**src/rtl/fac_pkg.sv**
```systemverilog
// ----------------------------------------------------------------------------
// fac_pkg
// shared types and constants for the frame address / checksum filter
// ----------------------------------------------------------------------------
package fac_pkg;

  localparam int unsigned CfgAddrW = 4;
  localparam int unsigned CfgDataW = 32;

  // register index, taken from paddr[3:2]
  typedef enum logic [1:0] {
    REG_CLUSTER_ID = 2'd0,
    REG_INNER_NUM  = 2'd1,
    REG_PHYS_ADDR  = 2'd2,
    REG_BCAST_VAL  = 2'd3
  } reg_idx_t;

  localparam logic [7:0] BcastResetVal = 8'hFF;
  localparam logic [7:0] CheckBase     = 8'hFF;

  typedef struct packed {
    logic [7:0]  own_cluster_id;
    logic [7:0]  own_inner_number;
    logic [15:0] own_physical_address;
    logic [7:0]  broadcast_value;
  } fac_cfg_t;

  typedef struct packed {
    logic [7:0] data_byte;
    logic       frame_start;
  } fac_item_t;

endpackage

```
**src/rtl/fac_cfg_regs.sv**
```systemverilog
// ----------------------------------------------------------------------------
// fac_cfg_regs
// apb register file holding node addresses and the broadcast marker
// ----------------------------------------------------------------------------
module fac_cfg_regs (
  input  logic                          clk,
  input  logic                          rst_n,
  input  logic                          psel,
  input  logic                          penable,
  input  logic                          pwrite,
  input  logic [fac_pkg::CfgAddrW-1:0]  paddr,
  input  logic [fac_pkg::CfgDataW-1:0]  pwdata,
  output logic [fac_pkg::CfgDataW-1:0]  prdata,
  output logic                          pready,
  output fac_pkg::fac_cfg_t             cfg
);
  import fac_pkg::*;

  fac_cfg_t cfg_r;
  fac_cfg_t cfg_nxt;
  reg_idx_t idx;
  logic     wr_en;

  assign pready = 1'b1;
  assign idx    = reg_idx_t'(paddr[3:2]);
  assign wr_en  = psel && penable && pwrite && pready;
  assign cfg    = cfg_r;

  always_comb begin
    cfg_nxt = cfg_r;
    if (wr_en) begin
      unique case (idx)
        REG_CLUSTER_ID: cfg_nxt.own_cluster_id       = pwdata[7:0];
        REG_INNER_NUM:  cfg_nxt.own_inner_number     = pwdata[7:0];
        REG_PHYS_ADDR:  cfg_nxt.own_physical_address = pwdata[15:0];
        REG_BCAST_VAL:  cfg_nxt.broadcast_value      = pwdata[7:0];
        default:        cfg_nxt = cfg_r;
      endcase
    end
  end

  always_comb begin
    unique case (idx)
      REG_CLUSTER_ID: prdata = {24'd0, cfg_r.own_cluster_id};
      REG_INNER_NUM:  prdata = {24'd0, cfg_r.own_inner_number};
      REG_PHYS_ADDR:  prdata = {16'd0, cfg_r.own_physical_address};
      REG_BCAST_VAL:  prdata = {24'd0, cfg_r.broadcast_value};
      default:        prdata = '0;
    endcase
  end

  always_ff @(posedge clk) begin
    if (!rst_n) begin
      cfg_r.own_cluster_id       <= 8'd0;
      cfg_r.own_inner_number     <= 8'd0;
      cfg_r.own_physical_address <= 16'd0;
      cfg_r.broadcast_value      <= BcastResetVal;
    end else begin
      cfg_r <= cfg_nxt;
    end
  end

endmodule

```
**src/rtl/fac_in_stage.sv**
```systemverilog
// ----------------------------------------------------------------------------
// fac_in_stage
// input register stage in front of the frame tracker
// ----------------------------------------------------------------------------
module fac_in_stage (
  input  logic               clk,
  input  logic               rst_n,
  input  logic               in_valid,
  output logic               in_ready,
  input  fac_pkg::fac_item_t in_item,
  output logic               s1_valid,
  input  logic               s1_take,
  output fac_pkg::fac_item_t s1_item
);
  import fac_pkg::*;

  logic      valid_r;
  logic      valid_nxt;
  fac_item_t item_r;

  assign in_ready  = !valid_r || s1_take;
  assign s1_valid  = valid_r;
  assign s1_item   = item_r;

  always_comb begin
    valid_nxt = valid_r;
    if (in_ready) begin
      valid_nxt = in_valid;
    end
  end

  always_ff @(posedge clk) begin
    if (!rst_n) begin
      valid_r <= 1'b0;
    end else begin
      valid_r <= valid_nxt;
    end
  end

  // payload, no reset
  always_ff @(posedge clk) begin
    if (in_valid && in_ready) begin
      item_r <= in_item;
    end
  end

  // a held beat is never dropped
  assert property (@(posedge clk) disable iff (!rst_n)
    (valid_r && !s1_take) |=> valid_r)
    else $error("input stage lost a held beat");

endmodule

```
**src/rtl/fac_core.sv**
```systemverilog
// ----------------------------------------------------------------------------
// fac_core
// frame position, running sum, address capture and the accept decision
// ----------------------------------------------------------------------------
module fac_core #(
  parameter int unsigned FRAME_LENGTH = 12
) (
  input  logic               clk,
  input  logic               rst_n,
  input  fac_pkg::fac_cfg_t  cfg,
  input  logic               s1_valid,
  output logic               s1_take,
  input  fac_pkg::fac_item_t s1_item,
  output logic               res_valid,
  input  logic               res_ready,
  output logic               res_accept
);
  import fac_pkg::*;

  localparam int unsigned PosW = $clog2(FRAME_LENGTH);
  localparam logic [PosW-1:0] LastPos = PosW'(FRAME_LENGTH - 1);

  logic [PosW-1:0] pos_r,   pos_nxt;
  logic [7:0]      sum_r,   sum_nxt;
  logic            nz_r,    nz_nxt;
  logic [7:0]      ahi_r,   ahi_nxt;
  logic [7:0]      alo_r,   alo_nxt;
  logic            ovld_r,  ovld_nxt;
  logic            oacc_r,  oacc_nxt;

  logic [PosW-1:0] pos_eff;
  logic            go;
  logic            is_last;
  logic            addr_ok;
  logic [7:0]      check;

  assign go      = s1_valid && (!ovld_r || res_ready);
  assign s1_take = go;
  assign pos_eff = s1_item.frame_start ? '0 : pos_r;
  assign is_last = (pos_eff >= LastPos);
  assign check   = CheckBase - sum_r;

  assign addr_ok =
      (ahi_r == cfg.own_cluster_id && alo_r == cfg.own_inner_number) ||
      (ahi_r == cfg.broadcast_value && alo_r == cfg.broadcast_value) ||
      ({ahi_r, alo_r} == cfg.own_physical_address) ||
      (ahi_r == cfg.own_cluster_id && alo_r == cfg.broadcast_value);

  always_comb begin
    pos_nxt  = pos_r;
    sum_nxt  = sum_r;
    nz_nxt   = nz_r;
    ahi_nxt  = ahi_r;
    alo_nxt  = alo_r;
    ovld_nxt = ovld_r && !res_ready;
    oacc_nxt = oacc_r;
    if (go) begin
      if (is_last) begin
        // checksum byte: decide and wrap
        ovld_nxt = 1'b1;
        oacc_nxt = nz_r && addr_ok && (check == s1_item.data_byte);
        pos_nxt  = '0;
        sum_nxt  = 8'd0;
      end else begin
        if (pos_eff == '0) begin
          nz_nxt  = (s1_item.data_byte != 8'd0);
          ahi_nxt = 8'd0;
          alo_nxt = 8'd0;
          sum_nxt = s1_item.data_byte;
        end else begin
          if (pos_eff == PosW'(2)) ahi_nxt = s1_item.data_byte;
          if (pos_eff == PosW'(3)) alo_nxt = s1_item.data_byte;
          sum_nxt = sum_r + s1_item.data_byte;
        end
        pos_nxt = pos_eff + PosW'(1);
      end
    end
  end

  always_ff @(posedge clk) begin
    if (!rst_n) begin
      pos_r  <= '0;
      sum_r  <= 8'd0;
      nz_r   <= 1'b0;
      ahi_r  <= 8'd0;
      alo_r  <= 8'd0;
      ovld_r <= 1'b0;
      oacc_r <= 1'b0;
    end else begin
      pos_r  <= pos_nxt;
      sum_r  <= sum_nxt;
      nz_r   <= nz_nxt;
      ahi_r  <= ahi_nxt;
      alo_r  <= alo_nxt;
      ovld_r <= ovld_nxt;
      oacc_r <= oacc_nxt;
    end
  end

  assign res_valid  = ovld_r;
  assign res_accept = oacc_r;

  assert property (@(posedge clk) disable iff (!rst_n)
    pos_r <= LastPos)
    else $error("byte position past end of frame");

  assert property (@(posedge clk) disable iff (!rst_n)
    (go && is_last) |=> (pos_r == '0 && sum_r == 8'd0 && ovld_r))
    else $error("frame end did not wrap or post a result");

  assert property (@(posedge clk) disable iff (!rst_n)
    (go && !is_last && !(ovld_r && !res_ready)) |=> !ovld_r)
    else $error("result posted for a non-final byte");

endmodule

```
**src/rtl/frame_address_checksum_filter_top.sv**
```systemverilog
// ----------------------------------------------------------------------------
// frame_address_checksum_filter_top
// order: a byte goes into the input register on its accepting edge; the
//   decision for a frame's last byte then goes into the result register
// throughput: one byte per cycle while the result register is not stalled,
//   limited by the single position/sum update
// reset: rst_n low clears position, sum, captured address and both stages;
//   registers return to zero, broadcast marker to 0xff
// ----------------------------------------------------------------------------
module frame_address_checksum_filter_top #(
  parameter int unsigned FRAME_LENGTH = 12
) (
  input  logic                          clk,
  input  logic                          rst_n,
  // byte stream in
  input  logic                          in_tvalid,
  output logic                          in_tready,
  input  logic [7:0]                    in_tdata,   // [7:0] data_byte
  input  logic                          in_tuser,   // [0] frame_start
  // decision stream out
  output logic                          out_tvalid,
  input  logic                          out_tready,
  output logic [7:0]                    out_tdata,  // [0] accept, [7:1] zero
  // register port
  input  logic                          cfg_psel,
  input  logic                          cfg_penable,
  input  logic                          cfg_pwrite,
  input  logic [fac_pkg::CfgAddrW-1:0]  cfg_paddr,
  input  logic [fac_pkg::CfgDataW-1:0]  cfg_pwdata,
  output logic [fac_pkg::CfgDataW-1:0]  cfg_prdata,
  output logic                          cfg_pready
);
  import fac_pkg::*;

  fac_cfg_t  cfg;
  fac_item_t in_item;
  fac_item_t s1_item;
  logic      s1_valid;
  logic      s1_take;
  logic      res_accept;

  assign in_item.data_byte   = in_tdata;
  assign in_item.frame_start = in_tuser;

  // node address and broadcast registers
  fac_cfg_regs u_regs (
    .clk     (clk),
    .rst_n   (rst_n),
    .psel    (cfg_psel),
    .penable (cfg_penable),
    .pwrite  (cfg_pwrite),
    .paddr   (cfg_paddr),
    .pwdata  (cfg_pwdata),
    .prdata  (cfg_prdata),
    .pready  (cfg_pready),
    .cfg     (cfg)
  );

  // input register, parts the upstream handshake from the tracker
  fac_in_stage u_in (
    .clk      (clk),
    .rst_n    (rst_n),
    .in_valid (in_tvalid),
    .in_ready (in_tready),
    .in_item  (in_item),
    .s1_valid (s1_valid),
    .s1_take  (s1_take),
    .s1_item  (s1_item)
  );

  // frame tracker with result register; takes a beat whenever the result
  // slot is free or being drained
  fac_core #(
    .FRAME_LENGTH (FRAME_LENGTH)
  ) u_core (
    .clk        (clk),
    .rst_n      (rst_n),
    .cfg        (cfg),
    .s1_valid   (s1_valid),
    .s1_take    (s1_take),
    .s1_item    (s1_item),
    .res_valid  (out_tvalid),
    .res_ready  (out_tready),
    .res_accept (res_accept)
  );

  assign out_tdata = {7'd0, res_accept};

endmodule

```
**config.mk**
```make
export PLATFORM = sky130hd
export DESIGN_NAME = frame_address_checksum_filter_top
export DESIGN_NICKNAME = d
export VERILOG_FILES = /design/src/rtl/fac_pkg.sv /design/src/rtl/fac_cfg_regs.sv /design/src/rtl/fac_in_stage.sv /design/src/rtl/fac_core.sv /design/src/rtl/frame_address_checksum_filter_top.sv
export SDC_FILE = /design/constraint.sdc
export NUM_CORES = 1
export LEC_CHECK = 0
export BUFFER_PORTS_ARGS = -buffer_cell sky130_fd_sc_hd__buf_2
export CORE_MARGIN = 5
export CORE_UTILIZATION = 50
export DETAILED_ROUTE_END_ITERATION = 8
export PLACE_DENSITY = 0.85
export SYNTH_ARGS = -nofsm -noshare
export SYNTH_HDL_FRONTEND = slang
export SYNTH_SLANG_ARGS = --single-unit
```
**constraint.sdc**
```tcl
create_clock -name clk -period 2.3 [get_ports clk]
set_clock_uncertainty 0.1 [all_clocks]
set_input_delay 0.115 -clock clk [delete_from_list [all_inputs] [get_ports clk]]
set_output_delay 0.115 -clock clk [all_outputs]
set_load 0.005 [all_outputs]
```
==> summary.md, run 1 <==
| Metric | Value |
|---|---|
| Met3 Wirelength | 709 um |
| Post-synthesis simple-gate area fraction | 21.8% |
| Clock Pin Slew Worst Setup and Hold Paths | 80 ps |
| Final hold violation count | 0 |
| Endpoint class of the critical path | flop |
| CTS Sinks | 81 |
| Routed len/inst | 16.0 um |
| Met2 wire len | 5570 um |
| Post-synthesis mux area share | 11.4% |
| Crit path buf inv count | 1 |
| Least-Margin Pin Slew | 694 ps |
| Critical Path AT | 2380 ps |
| Ys async rst share | 0% |
| Most common cell in the netlist | dfxtp_1 |
| Post-Route M1 WL | 4560 um |
| Slew Limit Fails | 0 |
| Antenna Nets Post-Route | 0 |
| Primary FF master, synth | dfxtp_1 |
| Mapped Cells | 492 |
| Number of port buffers | 52 |
| Syn Std Cell Area | 4680 sq um |
| Top post-synthesis cells by area | dfxtp_1, xnor2_1, mux2i_1 |
| Number of synthesized flops with an enable pin | 9 |
| Initial Utilization | 50.9% |
| CP Launch Type | flop |
| Synthesis-to-finish area growth | 15.1% |
| Worst path top cell family by delay | simple AND/OR/NAND/NOR gates |
| Initial antenna violation count | 0 |
| CP Max Fanout | 4 |
| CP Data Required Time | 2490 ps |
| Slowest cell on crit path | or3b_4 |
| CP Cell Sequence | nand2b_1 > inv_1 > ha_1 > nor2_1 > or3b_4 > nor4_4 > o221ai_1 > nand2_1 |
| Placed cells | 642 |
| YS warnings | 0 |
| RSZ-0062 raised after global routing | no |
| Switch Pwr | 0.000760 W |
| Die Wd | 107 um |
| Pre-Repair DR Iteration Count | 4 |
| Via count | 3,789 |
| Leak Pwr | 2.22 nW |
| Post-route clock period utilization | 95.3% |
| Clk network pwr share | 34.2% |
| Setup CP Type | reg -> reg |
| Synth top area share | 30.8% |
| TNS Setup | 0 ps |
| Vias in the first global route | 3,618 |
| Final Wtd Congestion | 0.909 |
| Rows | 35 |
| Clock Tree Root | clkbuf_8 |
| Max-cap violation count | 0 |
| Worst-Skew Late Latency | 360 ps |
| Sequential fraction of the synthesis area | 36.6% |
| Pint | 0.00216 W |
| Largest net degree at the start of global routing | 37 |
| Remaining Overflow, GRT | 0 |
| H-tree level count | 3 |
| Hold crit path type | in -> reg |
| Switching share of power | 26.0% |
| Peak supply drop | 353 uV |
| Vias per cell | 5.54 |
| Number of distinct library cells after synthesis | 60 |
| Leading area contributor after synthesis | dfxtp_1 |
| Slew headroom | 53.7% |
| Antenna Cells | 0 |
| Global-route wire length before repair | 17,700 um |
| Final wirelength | 11,000 um |
| Number of DRC markers in iteration 0 | 169 |
| # setup viols final | 0 |
| XOR/XNOR Fraction of Synth Area | 9.55% |
| Clock buffer depth | 2 |
| Post-DP HPWL | 7960 um |
| CTS Buf Count | 9 |
| Reg power frac | 51.8% |
| Die Ht | 107 um |
| Post-synthesis average cell area | 9.51 sq um |
| Post-layout minimum cycle time | 2190 ps |
| Combinational power share | 14.0% |
| Status | finished clean |
| Top sig layer | met4 |
| Non-Filler Instances | 684 |
| Complex-gate fraction of the synthesized area | 10.6% |
| Synth cell count leaders | dfxtp_1, nand2_1, xnor2_1 |
| Post-Synth Adder-Cell Area | 3.10% |
| FF+latch count, synth | 81 |
| I/O pins | 95 |
| Largest family of logic cells by synthesized area | simple AND/OR/NAND/NOR gates |
| Total track usage | 19.3% |
| Post-CTS Setup Repair Bufs | 0 |
| Delay of the slowest critical-path stage | 420 ps |
| TritonCTS clock tree | done |
| F_max | 0.456 GHz |
| Fin nets | 631 |
| Pwr per Cell Area | 542 nW/um^2 |
| Die ar. | 11,400 sq um |
| Core area | 9200 sq um |
| DRC Markers | 0 |
| Layout cells sized above 1 | 18.2% |
tightest hold or removal path, delay by kind of cell:
family | cells | cell delay, ps
compound gates | 1 | 170
simple gates | 1 | 50
buf+inv | 1 | 100
path summary, 6_finish.rpt:
check                       start                 to  slack (ps)  depth (start not counted)
setup / recovery  u_in.s1_item[0]  u_core.res_accept         110                          8
hold reg to reg   u_core.sum_r[2]    u_core.sum_r[2]         390                          2
setup reg to reg  u_in.s1_item[0]  u_core.res_accept         110                          8
hold / removal         out_tready   u_core.res_valid          30                          3
registers in the layout, summed over array words and instances, names as in the netlist:
signal,flops
u_core.res_valid,1
u_core.sum_r,8
u_core.pos_r,4
u_core.res_accept,1
u_in.s1_item,9
u_in.s1_valid,1
u_regs.cfg,40
u_core.ahi_r,8
u_core.alo_r,8
u_core.nz_r,1
placed cells by master (no fill, tap or decap), drive strengths merged, types with 3 or more instances in the layout:
cell type / count
conb: 24
o21ai: 11
nand3: 16
a211oi: 4
xnor2: 50
nor4: 5
nor2b: 41
mux2i: 33
clkbuf: 12
and3: 4
inv: 5
nor2: 14
a21oi: 6
nor3: 4
dfxtp: 72
o211ai: 4
a21boi: 19
ha: 10
edfxtp: 9
and2: 18
buf: 62
mux4: 8
nand2b: 3
nand2: 62
a22oi: 6
nand4: 12
o22ai: 3
dlygate4sd3: 26
logic make-up (layout without fill, tap and decap cells):
logic type,after synthesis,after routing
flops,81,81
other cells,2,24
simple gates,188,188
mux,43,43
compound gates,67,67
buf+inv,49,108
xor+xnor,51,51
fa+ha+maj,11,11
per-layer routing:
layer / GRT usage, % / up-vias
li1: - / 1805
met1: 23.4 / 1834
met2: 33.8 / 136
met3: 5.06 / 14
met4: 5.21 / 0
met5: 0 / -
per-stage QoR:
| step | utilization [%] | hold WS, ps | worst slack [ps] | power [W] | instance area, sq um |
|---|---|---|---|---|---|
| floorplan | - | 114 | 163 | 0.00183 | 4760 |
| global placement | 53.6 | 192 | 75.4 | 0.00189 | 4930 |
| detailed placement | 53.6 | 193 | 37.0 | 0.00191 | 4930 |
| CTS | 58.5 | 15.8 | 5.50 | 0.00293 | 5380 |
| global route | 58.6 | 17.4 | 12.6 | 0.00305 | 5390 |
| finish | 58.6 | 25.4 | 109 | 0.00292 | 5390 |
layout make-up:
| type | count | area (sq um) |
|---|---|---|
| clock inverter | 4 | 23.8 |
| tap | 111 | 139 |
| multi-input combinational | 384 | 2730 |
| inverter | 4 | 15.0 |
| clock buffer | 12 | 166 |
| timing repair buffer | 88 | 596 |
| fill | 788 | 3810 |
| sequential | 81 | 1710 |
what timing repair did:
action | 4_1_cts | 5_1_grt
hold endpoints to repair | 49 | 0
resized for setup | 0 | 4
hold buffers | 26 | 0
endpoints found under the setup margin | 0 | 4
power by group through the flow:
stage	logic, W	registers (W)	clock network [W]
floorplan	0.000301	0.00153	0
global placement	0.000355	0.00154	0
detailed placement	0.000366	0.00154	0
CTS	0.000401	0.00151	0.00102
global route	0.000449	0.00152	0.00109
finish	0.000407	0.00151	0.000998
Note: power is estimated with default switching activity, not from simulation.
==> inputs of run 2 (changes only) <==
--- a/config.mk
+++ b/config.mk
@@ -5,11 +5,12 @@
 export SDC_FILE = /design/constraint.sdc
 export NUM_CORES = 1
 export LEC_CHECK = 0
-export BUFFER_PORTS_ARGS = -buffer_cell sky130_fd_sc_hd__buf_2
 export CORE_MARGIN = 5
-export CORE_UTILIZATION = 50
+export CORE_UTILIZATION = 58
 export DETAILED_ROUTE_END_ITERATION = 8
-export PLACE_DENSITY = 0.85
+export DONT_BUFFER_PORTS = 1
+export PLACE_DENSITY = 0.84
 export SYNTH_ARGS = -nofsm -noshare
 export SYNTH_HDL_FRONTEND = slang
+export SYNTH_HIERARCHICAL = 1
 export SYNTH_SLANG_ARGS = --single-unit
==> summary.md, run 2 <==
| Metric | Value |
|---|---|
| Placed cells | 572 (was 642) |
| Post-synthesis average cell area | 9.55 sq um (was 9.51 sq um) |
| Post-layout minimum cycle time | 2140 ps (was 2190 ps) |
| Rows | 32 (was 35) |
| Switching share of power | 26.9% (was 26.0%) |
| Max-cap violation count | 0 (unchanged) |
| Slowest cell on crit path | edfxtp_1 (was or3b_4) |
| Critical Path AT | 2330 ps (was 2380 ps) |
| Global-route wire length before repair | 17,900 um (was 17,700 um) |
| Delay of the slowest critical-path stage | 460 ps (was 420 ps) |
| Sequential fraction of the synthesis area | 36.8% (was 36.6%) |
| Most common cell in the netlist | dfxtp_1 (unchanged) |
| Status | finished clean (unchanged) |
| Top post-synthesis cells by area | dfxtp_1, mux2i_1, xnor2_1 (was dfxtp_1, xnor2_1, mux2i_1) |
| Leading area contributor after synthesis | dfxtp_1 (unchanged) |
| Slew headroom | 57.2% (was 53.7%) |
| Total track usage | 22.5% (was 19.3%) |
| Peak supply drop | 350 uV (was 353 uV) |
| Pwr per Cell Area | 571 nW/um^2 (was 542 nW/um^2) |
| Mapped Cells | 487 (was 492) |
| Fin nets | 582 (was 631) |
| Number of distinct library cells after synthesis | 63 (was 60) |
| CTS Sinks | 81 (unchanged) |
| Pre-Repair DR Iteration Count | 7 (was 4) |
| Antenna Cells | 0 (unchanged) |
| Initial Utilization | 59.9% (was 50.9%) |
| Final Wtd Congestion | 0.963 (was 0.909) |
| Non-Filler Instances | 626 (was 684) |
| Antenna Nets Post-Route | 0 (unchanged) |
| Primary FF master, synth | dfxtp_1 (unchanged) |
| Largest net degree at the start of global routing | 63 (was 37) |
| Initial antenna violation count | 0 (unchanged) |
| Layout cells sized above 1 | 9.16% (was 18.2%) |
| PnR Total Power | 0.00297 W (was 0.00292 W) |
| Die Wd | 99.5 um (was 107 um) |
| # setup viols final | 0 (unchanged) |
| Commonest cells after routing, fill and taps aside | dfxtp_1, nand2_1, xnor2_1, mux2i_1, dlygate4sd3_1 (was dfxtp_1, nand2_1, buf_2, xnor2_1, nor2b_1) |
| Post-route clock period utilization | 92.9% (was 95.3%) |
| CP Launch Type | flop (unchanged) |
| Vias in the first global route | 3,611 (was 3,618) |
| Setup CP Type | reg -> reg (unchanged) |
| Synth top area share | 31.0% (was 30.8%) |
| Final wirelength | 10,900 um (was 11,000 um) |
| Synth cell count leaders | dfxtp_1, nand2_1, xnor2_1 (unchanged) |
| CP Cell Sequence | ha_1 > nand3_1 > o211a_1 > o311ai_2 > mux2i_1 > o2111a_1 (was nand2b_1 > inv_1 > ha_1 > nor2_1 > or3b_4 > nor4_4 > o221ai_1 > nand2_1) |
| YS warnings | 6 (was 0) |
| TritonCTS clock tree | done (unchanged) |
| FF+latch count, synth | 81 (unchanged) |
| TNS Setup | 0 ps (unchanged) |
| Syn Std Cell Area | 4650 sq um (was 4680 sq um) |
| Leak Pwr | 2.02 nW (was 2.22 nW) |
| Clock buffer depth | 2 (unchanged) |
| Pint | 0.00217 W (was 0.00216 W) |
| Number of port buffers | 0 (was 52) |
| Combinational power share | 13.8% (was 14.0%) |
| Clock Tree Root | clkbuf_8 (unchanged) |
| Final hold violation count | 0 (unchanged) |
| F_max | 0.468 GHz (was 0.456 GHz) |
| Post-DP HPWL | 7510 um (was 7960 um) |
| Ys async rst share | 0% (unchanged) |
| Via count | 3,616 (was 3,789) |
| Clock Pin Slew Worst Setup and Hold Paths | 90 ps (was 80 ps) |
| RSZ-0062 raised after global routing | no (unchanged) |
| Slew Limit Fails | 0 (unchanged) |
| H-tree level count | 3 (unchanged) |
| Remaining Overflow, GRT | 0 (unchanged) |
| CP Max Fanout | 6 (was 4) |
| Hold crit path type | in -> reg (unchanged) |
| Least-Margin Pin Slew | 640 ps (was 694 ps) |
| Number of DRC markers in iteration 0 | 330 (was 169) |
| Final core utilization | 67.0% (was 58.6%) |
| Vias per cell | 5.78 (was 5.54) |
| Post-route cell area | 5200 sq um (was 5390 sq um) |
| Synthesis-to-finish area growth | 11.8% (was 15.1%) |
| Die ar. | 9910 sq um (was 11,400 sq um) |
| I/O pins | 95 (unchanged) |
| CTS Buf Count | 9 (unchanged) |
| Clk network pwr share | 35.1% (was 34.2%) |
| CP Data Required Time | 2500 ps (was 2490 ps) |
| Worst-Skew Late Latency | 360 ps (about the same) |
| Die Ht | 99.5 um (was 107 um) |
| Routed len/inst | 17.4 um (was 16.0 um) |
| Number of synthesized flops with an enable pin | 9 (unchanged) |
| Dpl cell area | 4610 sq um (was 4930 sq um) |
| Leading cell type in the layout, fill and taps excluded | dfxtp_1 (unchanged) |
| Core area | 7770 sq um (was 9200 sq um) |
| Post-CTS Setup Repair Bufs | 0 (unchanged) |
| Endpoint class of the critical path | flop (unchanged) |
| DRC Markers | 0 (unchanged) |
| Switch Pwr | 0.000799 W (was 0.000760 W) |
| Max FFs per register | 40 (unchanged) |
| Reg power frac | 51.0% (was 51.8%) |
[run 2: cell count changes after synthesis, sizes merged, moves of 3 or more]
cell and delta:
nor2b -38, o311ai +9, inv +13, o21ai +3, a211oi -4, buf +4, o22ai -3, mux2i +16
nor3b +4, clkbuf -4, nand3 -8, a21boi -17, nor2 +18
[run 2: power groups by stage]
stage               sequential [W]  combinational [W]  clock [W]
global route               0.00152           0.000447    0.00112
floorplan                  0.00153           0.000330          0
detailed placement         0.00155           0.000333          0
finish                     0.00151           0.000410    0.00104
CTS                        0.00151           0.000401    0.00105
global placement           0.00154           0.000323          0
[run 2: logic make-up (layout without fill, tap and decap cells)]
kind of cell             count (synthesis)  after routing  share of synthesized area [%]
AND/OR/NAND/NOR                        167            167                           18.3
AO/OA/AOI/OAI                           54             54                           9.36
XOR/XNOR                                51             51                           9.60
adder cells (fa/ha/maj)                 11             11                           3.12
multiplexers                            58             58                           14.7
buffers and inverters                   62             78                           7.94
flip-flops                              81             81                           36.8
other                                    3             24                          0.242
[run 2: timing repair]
item | 4_1_cts | 5_1_grt
endpoints found under the setup margin | 0 | 3
endpoints found under the hold margin | 64 | 0
hold buffers | 38 | 0
gates resized for setup | 0 | 2
[run 2: path summary, 6_finish.rpt]
check | slack (ps) | end | cells past startpoint | from
max reg2reg | 160 | u_core/sum_r[7] | 6 | u_in/s1_item[5]
min reg2reg | 380 | u_core/sum_r[5] | 2 | u_core/sum_r[5]
max | 160 | u_core/sum_r[7] | 6 | u_in/s1_item[5]
min | 10 | u_core/ahi_r[5] | 2 | rst_n
[run 2: per-stage QoR]
stage               hold slack (ps)  setup slack (ps)
global route                   26.7            0.0941
global placement                114               241
CTS                            3.20               112
finish                         11.0               164
floorplan                       114               342
detailed placement              114               138
[run 2: area by class of cell]
| type | instances | area, sq um |
|---|---|---|
| flip-flops and latches | 81 | 1710 |
| multi-input cells | 365 | 2660 |
| clock inverters | 6 | 68.8 |
| fillers | 554 | 2570 |
| well taps | 102 | 128 |
| inverters | 17 | 63.8 |
| repair buffers | 45 | 443 |
| clock buffers | 10 | 128 |
[run 2: routing by layer]
layer / wire [um] / share of wire (%) / GRT usage [%]
met1: 4630 / 42 / 29.1
met2: 5140 / 47 / 37.2
met3: 931 / 8.5 / 4.84
met4: 204 / 1.9 / 7.98
met5: 0 / 0 / 0
[run 2: critical path, delay by kind of cell (launching register included)]
kind                       cells  cell delay [ps]
and+or+nand+nor                1              140
muxes                          1              220
adders and majority gates      1              400
DFF                            1              460
AOI/OAI and AO/OA              3              770
==> inputs of run 3 (changes only) <==
--- a/config.mk
+++ b/config.mk
@@ -5,6 +5,7 @@
 export SDC_FILE = /design/constraint.sdc
 export NUM_CORES = 1
 export LEC_CHECK = 0
+export CORE_ASPECT_RATIO = 0.7
 export CORE_MARGIN = 5
 export CORE_UTILIZATION = 58
 export DETAILED_ROUTE_END_ITERATION = 8
==> summary.md, run 3 (synthesized netlist as in run 2, its figures left out) <==
| Metric | Value |
|---|---|
| TNS Setup | 0 ps (unchanged) |
| CP Data Required Time | 2480 ps (was 2500 ps) |
| Remaining Overflow, GRT | 0 (unchanged) |
| Initial Utilization | 59.3% (was 59.9%) |
| Die Ht | 84.9 um (was 99.5 um) |
| Antenna Cells | 0 (unchanged) |
| Hold Crit Depth | 2 (unchanged) |
| Largest net degree at the start of global routing | 63 (unchanged) |
| Die ar. | 9940 sq um (was 9910 sq um) |
| # setup viols final | 0 (unchanged) |
| Antenna Nets Post-Route | 0 (unchanged) |
| F_max | 0.452 GHz (was 0.468 GHz) |
| Delay of the slowest critical-path stage | 480 ps (was 460 ps) |
| Final Wtd Congestion | 0.939 (was 0.963) |
| Setup CP Type | reg -> reg (unchanged) |
| I/O pins | 95 (unchanged) |
| Hold WS | 12.0 ps (was 11.0 ps) |
| Max-cap violation count | 0 (unchanged) |
| TritonCTS clock tree | done (unchanged) |
| Slew headroom | 59.3% (was 57.2%) |
| Synthesis-to-finish area growth | 12.7% (was 11.8%) |
| Leak Pwr | 2.07 nW (was 2.02 nW) |
| Hold Crit Start | rst_n (unchanged) |
| Number of port buffers | 0 (unchanged) |
| Peak supply drop | 316 uV (was 350 uV) |
| Vias per cell | 6.10 (was 5.78) |
| Worst-Skew Late Latency | 340 ps (was 360 ps) |
| Layout cells sized above 1 | 9.67% (was 9.16%) |
| Number of DRC markers in iteration 0 | 348 (was 330) |
| Routed len/inst | 19.0 um (was 17.4 um) |
| Initial antenna violation count | 0 (unchanged) |
| Slowest cell on crit path | edfxtp_1 (unchanged) |
| CP Launch Type | flop (unchanged) |
| RR Endpoint | u_core/sum_r[7] (unchanged) |
| Clock Pin Slew Worst Setup and Hold Paths | 70 ps (was 90 ps) |
| Final hold violation count | 0 (unchanged) |
| Slew Limit Fails | 0 (unchanged) |
| Hold crit path type | in -> reg (unchanged) |
| Status | finished clean (unchanged) |
| Post-layout minimum cycle time | 2210 ps (was 2140 ps) |
| DRC Markers | 0 (unchanged) |
| CP Max Fanout | 4 (was 6) |
| Die Wd | 117 um (was 99.5 um) |
| Vias in the first global route | 3,476 (was 3,611) |
| Critical Path AT | 2390 ps (was 2330 ps) |
| Commonest cells after routing, fill and taps aside | dfxtp_1, nand2_1, xnor2_1, mux2i_1, nor2_1 (was dfxtp_1, nand2_1, xnor2_1, mux2i_1, dlygate4sd3_1) |
| Clock Tree Root | clkbuf_16 (was clkbuf_8) |
| Worst path top cell family by delay | compound AO/OA/AOI/OAI gates (unchanged) |
| Pre-Repair DR Iteration Count | 5 (was 7) |
| Via count | 3,767 (was 3,616) |
| Pwr per Cell Area | 651 nW/um^2 (was 571 nW/um^2) |
| Rows | 27 (was 32) |
| WHS Endpoint | u_regs/cfg[6] (was u_core/ahi_r[5]) |
| Crit path buf inv count | 0 (unchanged) |
| CTS Buf Count | 9 (unchanged) |
| Post-route clock period utilization | 96.3% (was 92.9%) |
| Reg2reg setup slack | 90 ps (was 160 ps) |
| Total track usage | 23.6% (was 22.5%) |
| Core area | 7840 sq um (was 7770 sq um) |
| Least-Margin Pin Slew | 609 ps (was 640 ps) |
| Fin nets | 575 (was 582) |
| H-tree level count | 3 (unchanged) |
| CP Cell Sequence | ha_1 > nand3_1 > o211a_1 > o311ai_2 > mux2i_1 > o2111a_1 (unchanged) |
| CTS Sinks | 81 (unchanged) |
| R2R cell count | 6 (unchanged) |
| Reg-to-reg startpoint | u_in/s1_item[3] (was u_in/s1_item[5]) |
| Global-route wire length before repair | 18,400 um (was 17,900 um) |
| Leading cell type in the layout, fill and taps excluded | dfxtp_1 (unchanged) |
| Critical Path Source | u_in/s1_item[3] (was u_in/s1_item[5]) |
| Final wirelength | 11,700 um (was 10,900 um) |
| RSZ-0062 raised after global routing | no (unchanged) |
| Max FFs per register | 40 (unchanged) |
| Clock buffer depth | 2 (unchanged) |
| Post-DP HPWL | 7700 um (was 7510 um) |
| Endpoint class of the critical path | flop (unchanged) |
## run 3: cell count changes in the layout (fill, tap and decap cells not counted)
cell	before	now
clkbuf_16	0	9
clkinv_2	1	2
clkbuf_8	9	0
clkinv_4	3	1
nor4b_1	1	0
inv_6	0	2
dlygate4sd3_1	37	30
clkinvlp_4	1	0
nor4b_2	0	1
inv_8	0	1
clkbuf_1	1	0
## run 3: final cells by class
type / count / area [sq um]
Multi-Input combinational cell: 365 / 2670
Fill cell: 553 / 2590
Sequential cell: 81 / 1710
Timing Repair Buffer: 38 / 373
Clock buffer: 9 / 225
Tap cell: 101 / 126
Clock inverter: 7 / 77.6
Inverter: 17 / 63.8
## run 3: layer usage
layer / wire (um) / track usage [%]
met5: 0 / 0
met4: 192 / 6.88
met3: 1090 / 5.92
met2: 5470 / 37.3
met1: 4990 / 31.9
## run 3: report_power, final
group / total (W) / internal (W) / switching [W]
clock: 0.00148 / 0.000855 / 0.000627
sequential: 0.00152 / 0.00147 / 0.0000470
combinational: 0.000414 / 0.000192 / 0.000222
total: 0.00341 / 0.00252 / 0.000896
## run 3: worst max-delay path by stage
stage	cells past startpoint	endpoint	slack (ps)
global route	9	u_core/sum_r[6]	4
floorplan	6	u_core/sum_r[7]	340
CTS	9	u_core/sum_r[3]	100
finish	6	u_core/sum_r[7]	90
detailed placement	9	u_core/sum_r[3]	110
global placement	9	u_core/sum_r[3]	200
## run 3: stage by stage
| stage | area (sq um) | setup WS [ps] | instances | util [%] | power (W) |
|---|---|---|---|---|---|
| after floorplan | 4730 | 342 | 508 | - | 0.00186 |
| after global placement | 4590 | 201 | 569 | 58.6 | 0.00187 |
| after detailed placement | 4590 | 114 | 569 | 58.6 | 0.00188 |
| after CTS | 5220 | 95.4 | 616 | 66.6 | 0.00339 |
| after global routing | 5240 | 4.16 | 618 | 66.9 | 0.00352 |
| final | 5240 | 85.7 | 618 | 66.9 | 0.00341 |
## run 3: repair_timing
item,4_1_cts,5_1_grt
hold buffers,31,0
gates resized for setup,0,3
setup buffers,0,2
setup endpoints to repair,0,10
hold endpoints to repair,55,0
